===== config.mk =====
export PLATFORM = sky130hd
export DESIGN_NAME = igt_ram
export DESIGN_NICKNAME = d
export VERILOG_FILES = /design/src/design/igt_ram.sv
export SDC_FILE = /design/constraint.sdc
export NUM_CORES = 2
export LEC_CHECK = 0
export BUFFER_PORTS_ARGS = -buffer_cell sky130_fd_sc_hd__buf_4
export CAP_MARGIN = 20
export CORE_MARGIN = 1
export CORE_UTILIZATION = 43
export CTS_CLUSTER_DIAMETER = 30
export DETAILED_ROUTE_END_ITERATION = 8
export GPL_TIMING_DRIVEN = 0
export HOLD_SLACK_MARGIN = 0.06
export SLEW_MARGIN = 20
export SYNTH_ARGS = -nofsm -noshare
export SYNTH_HDL_FRONTEND = slang
export SYNTH_SLANG_ARGS = --single-unit

===== constraint.sdc =====
create_clock -name i_clk -period 9.86 [get_ports i_clk]
set_clock_uncertainty 0.05 [all_clocks]
set_input_delay 2.958 -clock i_clk [delete_from_list [all_inputs] [get_ports i_clk]]
set_output_delay 2.958 -clock i_clk [all_outputs]
set_load 0.01 [all_outputs]

===== src/design/igt_ram.sv =====
// igt_ram: generic single-port ram with registered read
// no dependencies
module igt_ram #(
    parameter int WIDTH = 8,
    parameter int DEPTH = 256
) (
    input  logic                     i_clk,
    input  logic                     i_we,
    input  logic [$clog2(DEPTH)-1:0] i_addr,
    input  logic [WIDTH-1:0]         i_wdata,
    output logic [WIDTH-1:0]         o_rdata
);
    logic [WIDTH-1:0] r_mem [DEPTH];
    always_ff @(posedge i_clk) begin
        if (i_we) r_mem[i_addr] <= i_wdata;
        o_rdata <= r_mem[i_addr];
    end
endmodule


==> results.md <==
- Outcome: finished clean
- Flop-to-flop setup slack: 6.66 ns
- Vias in the first global route: 40900
- Synth top area share: 78.3%
- RR Startpoint: r_mem[203][5]
- Internal cell power: 19.7 mW
- LEAKAGE: 30.7 nW
- Die area: 184000 um^2
- Initial Util: 43.4%
- Pins over their slew limit: 0
- Synth area leader: edfxtp_1
- HPWL Detailed: 141000 um
- Unrepaired setup endpoints after global routing: false
- Row cnt: 156
- Clock latency on the worst-skew pair: 0.97 ns
- Max Cap Viol: 0
- Synth warnings: 0
- Total wire length: 217000 um
- Total gr overflow: 0
- Top cells by area, synth: edfxtp_1, mux4_2, a22oi_1
- Crit path capture type: flop
- Pwr/cell area: 256 nW/um^2
- CP Max Fanout: 10
- CTS Hold Bufs: 0
- Worst EP required: 10.32 ns
- Fin crit period: 7.03 ns
- Fin crit share: 71.3%
- Die Span Y: 429 um
- Slew margin rel.: 20.9%
- Initial antenna violation count: 10
- Yosys reg bits: 2056
- Residual DRC: 0
- Die span in x: 429 um
- Final ANT Viol Nets: 0
- Post-CTS setup buffers: 0
- CP Launch Point: i_addr[3]
- Most common library cells after synthesis: edfxtp_1, mux4_2, a22oi_1, nor2_1, clkbuf_1
- Area Overhead vs Synth: 23.8%
- Boundary Pins: 26
- Clk pwr share: 57.5%
- Mapped Nets: 3565
- Crit path capture: r_mem[190][6]
- Cts bufs inserted: 414
- Setup TNS: 0 ns
- DR vias/cell: 5.98
- DRT iter0 DRCs: 4544
- Max frequency: 142 MHz
- Startpoint Class: primary input
- Final Hold Fails: 0
- Worst hold slack: 1.07 ns
- Post-synth EDFFs: 2048
- CTS resizes: 0
- Total core area: 181000 um^2
- Comb power frac: 3.7%
- Sw power: 5.17 mW
- Power share of the sequential group: 38.8%
- Vias: 40300
- Actual slew at the worst max-slew pin: 1.18 ns
- CTS tree: built
- Largest net degree at the start of global routing: 123
- Reg clk slew, reported paths: 0.05 ns
- PortBufs: 21
- H-tree depth: 5
- First-pass GRT wire length: 305000 um
- Net switching fraction of the power: 20.8%
- Worst vdd ir: 0.213 mV
- Nets: 4040
- Final GP Congestion: 0.901
- Share of layout cells above drive strength 1: 31.3%
- Mapped cell area: 78500 um^2
- Initial DRT Pass Iterations: 6
- Ys async rst share: 0%
- Hold Path Class: reg -> reg
- CP Class: in -> reg
- Root buffer cell: clkbuf_16
- Syn_area_per_cell: 22.1 um^2
- Final setup vio count: 0
- GRT Util Overall: 23.6%
- Prevailing post-synth register cell: edfxtp_1
- Reg2Reg Depth: 5
- Avg WL per Cell: 32.2 um
- Clock sink count: 2056
- Register area share after synthesis: 78.6%
- Yosys cell types: 22
- FF-to-FF End: o_rdata[5]
- Synth Instances: 3547
- Most frequent cell after synthesis: edfxtp_1
- Critical path arrival: 7.49 ns
- Max clock buf depth: 4
flip-flops by register name, summed over array words and instances, names as in the netlist:
register,cells
r_mem,2048
o_rdata,8
cell families (layout without fill, tap and decap cells):
| family | Yosys count | in the layout | synth area share [%] |
|---|---|---|---|
| DFF | 2056 | 2056 | 78.6 |
| muxes | 512 | 512 | 14.7 |
| AOI/OAI and AO/OA | 416 | 416 | 3.62 |
| and+or+nand+nor | 330 | 330 | 1.73 |
| buffers and inverters | 233 | 1044 | 1.40 |
| other | 0 | 4 | 0 |
power groups by stage:
| stage | registers (mW) | logic, mW | clock network (mW) |
|---|---|---|---|
| 3_3_place_gp | 9.84 | 0.857 | 0 |
| 4_1_cts | 9.66 | 0.910 | 14.4 |
| 6_report | 9.66 | 0.912 | 14.3 |
| 2_1_floorplan | 9.83 | 0.428 | 0 |
| 3_5_place_dp | 9.82 | 0.907 | 0 |
| 5_1_grt | 9.66 | 0.947 | 14.8 |
worst min path at each step:
| stage | from | to | slack, ns | depth (start not counted) |
|---|---|---|---|---|
| final | r_mem[38][7] | o_rdata[7] | 1.07 | 5 |
| after global routing | r_mem[38][7] | o_rdata[7] | 1.13 | 5 |
| after CTS | r_mem[38][7] | o_rdata[7] | 1.06 | 5 |
| after detailed placement | r_mem[38][7] | o_rdata[7] | 1.12 | 5 |
| after global placement | r_mem[38][7] | o_rdata[7] | 1.11 | 5 |
| after floorplan | r_mem[146][0] | o_rdata[0] | 0.77 | 5 |
layout by cell type (no fill, tap or decap), drive strengths merged, types with 7 or more instances in the layout:
master	instances
a21oi	128
a22oi	256
buf	146
bufinv	77
clkbuf	600
clkinv	157
clkinvlp	42
dfxtp	8
edfxtp	2048
inv	22
mux4	512
nand2	28
nand3	13
nand4	8
nor2	232
nor2b	7
nor3	30
o41ai	32
stage by stage:
step / utilization (%) / power (mW) / std cells / setup WS, ns / instance area [um^2]
after global routing: 53.7 / 25.4 / 6730 / 2.89 / 97200
final: 53.7 / 24.9 / 6732 / 2.83 / 97200
after detailed placement: 45.8 / 10.7 / 5976 / 2.03 / 82800
after CTS: 53.7 / 25.0 / 6728 / 3.00 / 97200
after floorplan: - / 10.3 / 3547 / 4.63 / 78500
after global placement: 45.1 / 10.7 / 5938 / 1.14 / 81600
critical path: stages:
cell      delay (ns)
clkbuf_1        0.68
and2_1          0.22
buf_2           0.30
clkbuf_1        0.91
clkbuf_1        0.54
nand3_1         0.43
clkbuf_2        0.43
buf_16          0.26
nor2_1          0.70
routing by layer:
layer  vias up  GRT usage, %  wire (um)
li1      16300             -          -
met1     21400          32.2      86000
met2      2177          35.8     101000
met3       471          5.47      19400
met4         2          11.7      10700
met5         -             0          7
final cells by class:
type | count | area (um^2)
clock inverters | 297 | 3710
well taps | 2370 | 2970
inverters | 1 | 3.75
repair buffers | 59 | 1100
plain buffers | 232 | 1120
fillers | 13600 | 83800
flip-flops and latches | 2056 | 61700
diodes | 4 | 10.0
clock buffers | 455 | 10700
multi-input cells | 1258 | 15900
(Power assumes the default switching activity.)
