**src/design/igt_pkg.sv**
```systemverilog
// igt_pkg: shared constants, types and state codes for the iterative global threshold unit
// no dependencies
package igt_pkg;
    localparam int BINS        = 256;
    localparam int BIN_BITS    = 8;
    localparam int COUNT_BITS  = 22;
    localparam int MAX_PASSES  = 32;
    localparam int PASS_BITS   = 8;
    localparam int SUM_BITS    = COUNT_BITS + 2 * BIN_BITS;
    localparam int CNT_BITS    = COUNT_BITS + BIN_BITS;
    localparam logic [COUNT_BITS-1:0] BIN_MAX = {COUNT_BITS{1'b1}};

    localparam logic [7:0] CFG_INITIAL_THRESHOLD = 8'd0;
    localparam logic [7:0] CFG_TOLERANCE_HALVES  = 8'd1;

    typedef enum logic [3:0] {
        ST_IDLE, ST_INC_RD, ST_INC_WR, ST_SCAN, ST_SCAN_LAST, ST_DIV_LO, ST_DIV_HI,
        ST_CHECK, ST_CLEAR, ST_OUT
    } t_state;

    typedef struct packed {
        logic                start;
        logic [SUM_BITS-1:0] num;
        logic [CNT_BITS-1:0] den;
    } t_div_req;

    typedef struct packed {
        logic         done;
        logic [8:0]   quot;
    } t_div_rsp;
endpackage

```
**src/design/igt_div.sv**
```systemverilog
// igt_div: restoring divider, one quotient bit per cycle, 9-bit quotient
// depends on igt_pkg
module igt_div import igt_pkg::*; (
    input  logic     i_clk,
    input  logic     i_rst_n,
    input  t_div_req i_req,
    output t_div_rsp o_rsp
);
    logic [SUM_BITS-1:0] r_rem, n_rem;
    logic [CNT_BITS-1:0] r_den;
    logic [8:0]          r_quot, n_quot;
    logic [3:0]          r_cnt;
    logic                r_busy, r_done;
    logic [SUM_BITS+8:0] w_shift;
    logic [SUM_BITS+8:0] w_trial;

    // quotient always fits 8 bits since mean <= 255; bit 8 kept for safety
    always_comb begin
        w_shift = {{(SUM_BITS+9-CNT_BITS){1'b0}}, r_den} << r_cnt;
        w_trial = {9'd0, r_rem};
        n_rem   = r_rem;
        n_quot  = r_quot;
        if (w_trial >= w_shift) begin
            n_rem  = SUM_BITS'(w_trial - w_shift);
            n_quot = r_quot | (9'd1 << r_cnt);
        end
    end

    always_ff @(posedge i_clk) begin
        if (!i_rst_n) begin
            r_busy <= 1'b0;
            r_done <= 1'b0;
        end else begin
            r_done <= 1'b0;
            if (i_req.start) begin
                r_busy <= 1'b1;
                r_rem  <= i_req.num;
                r_den  <= i_req.den;
                r_quot <= '0;
                r_cnt  <= 4'd8;
            end else if (r_busy) begin
                r_rem  <= n_rem;
                r_quot <= n_quot;
                if (r_cnt == 4'd0) begin
                    r_busy <= 1'b0;
                    r_done <= 1'b1;
                end else begin
                    r_cnt <= r_cnt - 4'd1;
                end
            end
        end
    end

    assign o_rsp.done = r_done;
    assign o_rsp.quot = (r_den == '0) ? 9'd0 : r_quot;
endmodule

```
**config.mk**
```make
export PLATFORM = sky130hd
export DESIGN_NAME = igt_div
export DESIGN_NICKNAME = d
export VERILOG_FILES = /design/src/design/igt_pkg.sv /design/src/design/igt_div.sv
export SDC_FILE = /design/constraint.sdc
export NUM_CORES = 1
export LEC_CHECK = 0
export BUFFER_PORTS_ARGS = -buffer_cell sky130_fd_sc_hd__buf_2
export CELL_PAD_IN_SITES_DETAIL_PLACEMENT = 1
export CELL_PAD_IN_SITES_GLOBAL_PLACEMENT = 1
export CORE_UTILIZATION = 46
export CTS_CLUSTER_DIAMETER = 120
export DETAILED_ROUTE_END_ITERATION = 8
export PLACE_DENSITY = 0.84
export SLEW_MARGIN = 5
export SYNTH_ARGS = -nofsm -noshare
export SYNTH_HDL_FRONTEND = slang
export SYNTH_SLANG_ARGS = --single-unit
```
**constraint.sdc**
```tcl
create_clock -name i_clk -period 5.35 [get_ports i_clk]
set_input_delay 1.07 -clock i_clk [delete_from_list [all_inputs] [get_ports i_clk]]
set_output_delay 1.07 -clock i_clk [all_outputs]
set_load 0.02 [all_outputs]
```
==> out/metrics.yaml, run 1 <==
sta:
  whs_ns: 0.532
  finalCriticalPeriod_ns: 4.52
  rsz0062_at_grt: "false"
  tightest_slew_ns: 0.772
  fin_setup_tns_ns: 0
  fin_crit_sh_pct: 84.4
  setup_slack_ns: 0.835
  max_freq_mhz: 221
  timing.final.max_slew_violations: 0
  hold_viol: 0
  setup_viol: 0
  maxSlewHeadroom_pct: 48.3
  clock_skew_ns: 0.0139
run:
  maxCapViolCount: 0
critical_path:
  critPathKind: "flip-flop to flip-flop"
  cp_slowest_cell: "mux4_2"
  start_kind: "flip-flop"
  cp_slowest_stage_delay_ns: 0.59
  cp.required_ns: 5.37
  worstReg2RegEnd: "r_rem[4]"
  crit_path_end: "r_rem[4]"
  reg2reg_slack_ns: 0.83
  rr_startpoint: "r_cnt[0]"
  critPathMaxFanout: 46
  crit_start: "r_cnt[0]"
  r2r_cells: 15
  cp_cell_sequence: "buf_12 -> mux4_2 -> mux2i_1 -> nand2_1 -> o21ai_1 -> ha_1 -> a21oi_1 -> o21a_1 -> o221ai_1 -> a41oi_1 -> a21oi_1 -> o2111ai_1 -> a21boi_1 -> o22a_2 -> buf_4"
  endpoint_kind: "flip-flop"
  arrival_ns: 4.53
  cpMostUsedCell: "a21oi_1"
clocking:
  cts_root_buf: "clkbuf_16"
  htreeDepth: 3
  cts_max_path_buffers: 2
  clock_sinks: 83
  cts_hold_buffers: 0
  postCtsSetupBuffers: 0
  cts_tree: "built"
  cts_resized: 0
  clk_latency_ns: 0.36
  clkTransAtPathRegs_ns: 0.07
  cts_made_buffers: 9
floorplanning:
  die_w_um: 123
  rows: 43
  start_util_pct: 47.9
  ioPinCount: 81
  dieArea_sq_um: 15200
  core_area_sq_um: 14100
  die_h_um: 123
drt:
  num_vias: 6010
  routed_wl_um: 20200
  viasPerCell: 6.16
  drt_iter0_markers: 544
  postRouteAntennaNets: 0
  wl_per_cell_um: 20.7
  dr.pass1.iters: 5
  drc: 0
outcome:
  status: "completed"
yosys:
  synth_seq_cells: 83
  yosysTopAreaCell: "edfxtp_1"
  syn_area_sq_um: 6760
  synth_edf_count: 81
  yosys_warnings: 0
  async_flop_share_pct: 0
  synth_cell_types: 64
  synth_area_leaders: "edfxtp_1 (36%), ha_1 (8.0%), nand2_1 (6.7%)"
  syn_nets: 845
  synth_area_per_cell_sq_um: 9.25
  synth_cells: 730
  synth.top_cell.area_share_pct: 36.0
  ys.flop_type: "edfxtp_1"
  ys_seq_area_share_pct: 36.6
layout:
  fillCellCount: 1671
  nets: 906
  multi_input_area_sq_um: 4080
  final_cell_mix: "nand2_1 (120), edfxtp_1 (81), buf_2 (80), a21oi_1 (64), nor2_1 (54)"
  final_common_cell: "nand2_1"
  area_growth_pct: 12.7
  regArea_sq_um: 2470
  drive_gt1_share_pct: 18.5
  instances_no_fill: 976
  antenna_cells: 0
placed_design:
  place_congestion: 0.932
  dpl_worst_slack_ns: 0.959
  io_buffers: 80
  placed_cells_incl_taps: 960
  hpwl_um: 15500
power:
  power_density_nw_per_um2: 372
  cellLeakagePower_nw: 3.07
  ir_drop_uv: 172
global_route:
  grt_usage_pct: 28.7
  grt_start_max_net_pins: 58
  grt_pass1_wl_um: 32900
  overflow: 0
  grt_pass1_vias: 6280
  antenna_found_initial: 0
worst_hold_path:
  hp-class: "flip-flop to flip-flop"
==> where the power goes <==
part / internal [mW] / switching [mW] / total (mW) / leakage, nW
registers: 0.823 / 0.0520 / 0.875 / 0.777
logic: 0.515 / 0.787 / 1.30 / 2.16
clock network: 0.368 / 0.291 / 0.660 / 0.141
==> area by class of cell <==
class | count | area share, %
Multi-Input combinational cell | 594 | 53.5
Sequential cell | 83 | 32.5
Timing Repair Buffer | 90 | 6.41
Clock buffer | 9 | 2.96
Tap cell | 180 | 2.96
Clock inverter | 7 | 1.07
Inverter | 13 | 0.641
==> worst max-delay path, delay by kind of cell (launching register included) <==
| kind | cells | cell delay (ns) |
|---|---|---|
| compound gates | 9 | 1.98 |
| simple gates | 1 | 0.08 |
| flops | 1 | 0.38 |
| mux | 2 | 0.81 |
| buf+inv | 2 | 0.61 |
| fa+ha+maj | 1 | 0.28 |
==> logic make-up after synthesis <==
| family | after synthesis | synth area share, % |
|---|---|---|
| AOI/OAI and AO/OA | 215 | 20.3 |
| and+or+nand+nor | 252 | 16.7 |
| DFF | 83 | 36.6 |
| buffers and inverters | 53 | 3.09 |
| adders and majority gates | 44 | 8.26 |
| xor gates and xnor gates | 33 | 4.28 |
| muxes | 50 | 10.7 |
==> flip-flops by register name, indices dropped and copies added, names as in the netlist <==
signal / flops
r_busy: 1
r_cnt: 4
r_den: 30
r_done: 1
r_quot: 9
r_rem: 38
==> per-layer routing <==
metal	vias to the layer above	share of wire, %	GRT usage [%]
li1	2848	-	-
met1	2948	44	38.3
met2	178	49	47.5
met3	36	4.2	3.55
met4	0	2.4	10.8
met5	-	0	0
==> Yosys cell counts (2+ instances only) <==
library cell,number
o22a_1,2
dfxtp_1,2
nand4_1,7
a41oi_1,2
nor4_1,11
nand2b_1,3
buf_1,3
a31oi_1,7
and2_1,4
mux2_2,9
and3_1,9
mux4_2,17
nand3_1,8
a311oi_1,3
ha_1,43
nor2b_1,16
a21o_1,21
or2_2,4
clkinv_1,3
o21a_1,3
edfxtp_1,81
o211ai_1,2
inv_1,10
a21boi_1,2
nor2_1,54
nand2_1,120
a211oi_1,10
a21oi_1,64
o221ai_1,3
xnor2_1,18
clkbuf_1,31
nor3_1,11
buf_2,5
o2111ai_1,2
xor2_1,15
o21ai_0,30
o21bai_1,3
o31ai_1,6
mux2i_1,24
a31o_2,2
o21ai_1,37
==> stage by stage <==
step           utilization, %  power [mW]  area [sq um]
2_1_floorplan               -        1.83          6760
3_3_place_gp             51.9        2.11          7310
3_5_place_dp             51.9        2.16          7310
4_1_cts                  54.0        2.83          7620
5_1_grt                  54.0        2.99          7620
6_report                 54.0        2.84          7620
==> how the worst min path moves through the flow <==
stage	from	end	cells past startpoint
after global routing	r_busy	r_done	2
after floorplan	r_busy	r_done	2
after CTS	r_busy	r_done	2
after detailed placement	r_busy	r_done	2
final	r_busy	r_done	2
after global placement	r_busy	r_busy	1
Note: power is estimated with default switching activity, not from simulation.
==> run 2: changes to the inputs <==
Settings changed: ABC_AREA set to 1, CORE_UTILIZATION 46 to 43.
Clock period 5.35 ns to 4.5 ns, I/O delays scaled along.
==> run 2 against run 1 <==
Effect of this change: hold slack got worse by 0.021 ns; area after synthesis rose by 13%; count of clock-buffer cells in the layout rose by 1; die area rose by 21%; non-clock buffer count rose by 1; fmax rose by 15%; routed wire length rose by 23%; synthesized cell count rose by 60%; design area rose by 12%; worst setup slack got worse by 0.27 ns.
==> out/metrics.yaml, run 2 <==
clocking:
  clk_latency_ns: 0.36  # about the same
  cts_max_path_buffers: 2  # unchanged
  cts_made_buffers: 9  # unchanged
  htreeDepth: 3  # unchanged
  clkTransAtPathRegs_ns: 0.07  # about the same
  clock_sinks: 83  # unchanged
  cts_tree: "built"
  cts_hold_buffers: 0  # unchanged
  cts_resized: 0  # unchanged
  postCtsSetupBuffers: 0  # unchanged
  cts_root_buf: "clkbuf_16"
global_route:
  antenna_found_initial: 0  # unchanged
  grt_pass1_wl_um: 39600  # +20%
  grt_usage_pct: 28.2  # -0.51 points
  overflow: 0  # unchanged
  grt_pass1_vias: 7742  # +23%
  grt_start_max_net_pins: 65  # +12%
yosys:
  yosys_warnings: 0  # unchanged
  synth_edf_count: 81  # unchanged
  yosysTopAreaCell: "edfxtp_1"
  synth_most_common_cell: "nand2_1"
  syn_area_sq_um: 7660  # +13%
  synth.top_cell.area_share_pct: 31.8  # -4.3 points
  ys_top_cells_by_count: "nand2_1 (459), inv_1 (137), nor2_1 (97)"
  ys.flop_type: "edfxtp_1"
  synth_cells: 1171  # +60%
  synth_area_leaders: "edfxtp_1 (32%), nand2_1 (22%), ha_1 (7.0%)"
  synth_area_per_cell_sq_um: 6.54  # -29%
  ys_seq_area_share_pct: 32.3  # -4.3 points
  async_flop_share_pct: 0  # unchanged
  synth_seq_cells: 83  # unchanged
  synth_cell_types: 41  # -36%
  syn_nets: 1286  # +52%
sta:
  fin_setup_tns_ns: 0  # unchanged
  finalCriticalPeriod_ns: 3.94  # -0.576 ns
  rsz0062_at_grt: "false"
  fin_crit_sh_pct: 87.5  # +3.1 points
  clock_skew_ns: 0.0125  # -0.00139 ns
  max_freq_mhz: 254  # +15%
  timing.final.max_slew_violations: 0  # unchanged
  maxSlewHeadroom_pct: 21.5  # -27 points
  tightest_slew_ns: 1.18  # +0.404 ns
  hold_viol: 0  # unchanged
  setup_viol: 0  # unchanged
layout:
  top_register: "r_rem"
  final_common_cell: "nand2_1"
  area_growth_pct: 11.2
  multi_input_area_sq_um: 4450  # +9.1%
  largest_reg_flops: 38  # unchanged
  drive_gt1_share_pct: 11.5  # -6.9 points
  final_area_sq_um: 8520  # +12%
  final_cell_mix: "nand2_1 (458), inv_1 (137), nor2_1 (97), nand3_1 (86), edfxtp_1 (81)"
  antenna_cells: 0  # unchanged
  reg_top3: "r_rem (38), r_den (30), r_quot (9)"
  regArea_sq_um: 2470  # unchanged
  fillCellCount: 2355  # +41%
  nets: 1350  # +49%
worst_hold_path:
  holdPathEnd: "r_busy"
  hp-class: "flip-flop to flip-flop"
  hold_start: "r_busy"
  min_path_cells: 2  # unchanged
drt:
  dr.pass1.iters: 5  # unchanged
  routed_wl_um: 24800  # +23%
  wl_per_cell_um: 17.0  # -18%
  drt_iter0_markers: 500  # -8.1%
  postRouteAntennaNets: 0  # unchanged
  viasPerCell: 5.28  # -14%
  num_vias: 7742  # +29%
  drc: 0  # unchanged
critical_path:
  critPathMaxFanout: 35  # -24%
  cp_cell_sequence: "inv_2 -> nand2_1 -> nand2_1 -> nor2_1 -> a31oi_2 -> nor2_1 -> a31oi_1 -> o21ai_1 -> ha_1 -> nand2_1 -> inv_1 -> nand2_1 -> nor3_1 -> nand2_1 -> nand2_1 -> nand2_1 -> nand2_1 -> nand2_1 -> nand2_1 -> nand2_1 -> nand2_2 -> buf_12"
  cp.required_ns: 4.54  # -0.83 ns
  start_kind: "flip-flop"
  r2r_cells: 22  # +7
  worstReg2RegEnd: "r_quot[5]"
  arrival_ns: 3.98  # -0.55 ns
  cp_slowest_stage_delay_ns: 0.41  # -0.18 ns
  critPathKind: "flip-flop to flip-flop"
  cpMostUsedCell: "nand2_1"
  rr_startpoint: "r_cnt[0]"
  cp_slowest_cell: "inv_2"
  reg2reg_slack_ns: 0.56  # -0.27 ns
  endpoint_kind: "flip-flop"
run:
  maxCapViolCount: 0  # unchanged
power:
  p_comb_share_pct: 47.7  # +1.8 points
  cellLeakagePower_nw: 4.24  # +38%
  p_sw_share_pct: 44.3  # +4.5 points
  ir_drop_uv: 202  # +17%
  p_switching_mw: 1.48  # +31%
  p_int_mw: 1.86  # +8.7%
  power_density_nw_per_um2: 391  # +5.1%
  clkPwrFrac_pct: 22.4  # -0.9 points
  p_seq_share_pct: 29.9  # -0.9 points
placed_design:
  hpwl_um: 19900  # +28%
  io_buffers: 80  # unchanged
  placed_cell_area_sq_um: 8240  # +13%
  place_congestion: 0.941  # +0.99%
floorplanning:
  die_w_um: 135  # +10%
  rows: 48  # +12%
  ioPinCount: 81  # unchanged
  dieArea_sq_um: 18400  # +21%
  core_area_sq_um: 17400  # +23%
  die_h_um: 135  # +10%
  start_util_pct: 44.1  # -3.8 points
outcome:
  status: "completed"
-- run 2: cell types whose count changed in the layout (fill, tap and decap cells not counted), sizes merged, moves of 14 or more --
cell   before  now
a21o       21    3
a21oi      64   40
inv        13  142
mux2i      24    8
mux4       17    0
nand2     121  466
nand3       8   91
nor2       54  102
nor2b      16    0
o21ai      67   88
xor2       15    1
-- run 2: power by group through the flow --
stage          clock (mW)  sequential (mW)  combinational [mW]
2_1_floorplan           0            0.994                1.14
3_3_place_gp            0             1.01                1.53
3_5_place_dp            0             1.01                1.58
4_1_cts             0.757            0.997                1.59
5_1_grt             0.774             1.00                1.79
6_report            0.748            0.997                1.59
-- run 2: how the worst max path moves through the flow --
stage / from / endpoint / slack, ns
after floorplan: r_cnt[0] / r_quot[0] / 0.57
after global placement: r_cnt[0] / r_rem[9] / 0.73
after global routing: r_cnt[0] / r_quot[1] / 0.25
after detailed placement: r_cnt[0] / r_quot[7] / 0.60
after CTS: r_cnt[0] / r_quot[1] / 0.57
final: r_cnt[0] / r_quot[5] / 0.56
-- run 2: per-stage QoR --
| stage | instances | total power, mW | setup slack [ns] | hold WS [ns] | util [%] |
|---|---|---|---|---|---|
| floorplan | 1171 | 2.13 | 0.570 | 0.467 | - |
| global placement | 1449 | 2.54 | 0.732 | 0.488 | 47.5 |
| detailed placement | 1449 | 2.59 | 0.605 | 0.501 | 47.5 |
| CTS | 1465 | 3.34 | 0.569 | 0.512 | 49.1 |
| global route | 1465 | 3.56 | 0.246 | 0.563 | 49.1 |
| finish | 1465 | 3.33 | 0.561 | 0.511 | 49.1 |
-- run 2: final cells by class --
| class | count | area share, % |
|---|---|---|
| clock buffers | 10 | 2.69 |
| inverters | 141 | 6.21 |
| clock inverters | 6 | 0.573 |
| multi-input cells | 909 | 52.2 |
| repair buffers | 91 | 5.96 |
| flip-flops and latches | 83 | 29.0 |
| well taps | 225 | 3.31 |
-- run 2: worst max-delay path, delay by kind of cell (launching register included) --
family,cells,cell delay [ns]
fa+ha+maj,1,0.37
compound gates,3,0.64
simple gates,15,1.45
buf+inv,3,0.73
flops,1,0.40
-- run 2: cell families (layout without fill, tap and decap cells) --
family | Yosys count | count (layout) | share of synthesized area [%]
flip-flops | 83 | 83 | 32.3
buffers and inverters | 179 | 248 | 9.69
XOR/XNOR | 10 | 10 | 1.14
AO/OA/AOI/OAI | 146 | 146 | 10.5
adder cells (fa/ha/maj) | 44 | 44 | 7.29
AND/OR/NAND/NOR | 701 | 701 | 38.1
multiplexers | 8 | 8 | 1.05
-- run 2: routing by layer --
metal	up-vias	share of wire, %	track usage, %
met2	140	49	48.9
met3	37	2.9	2.99
met1	3643	46	36.0
li1	3922	-	-
met5	-	0	0
met4	0	2.6	10.2
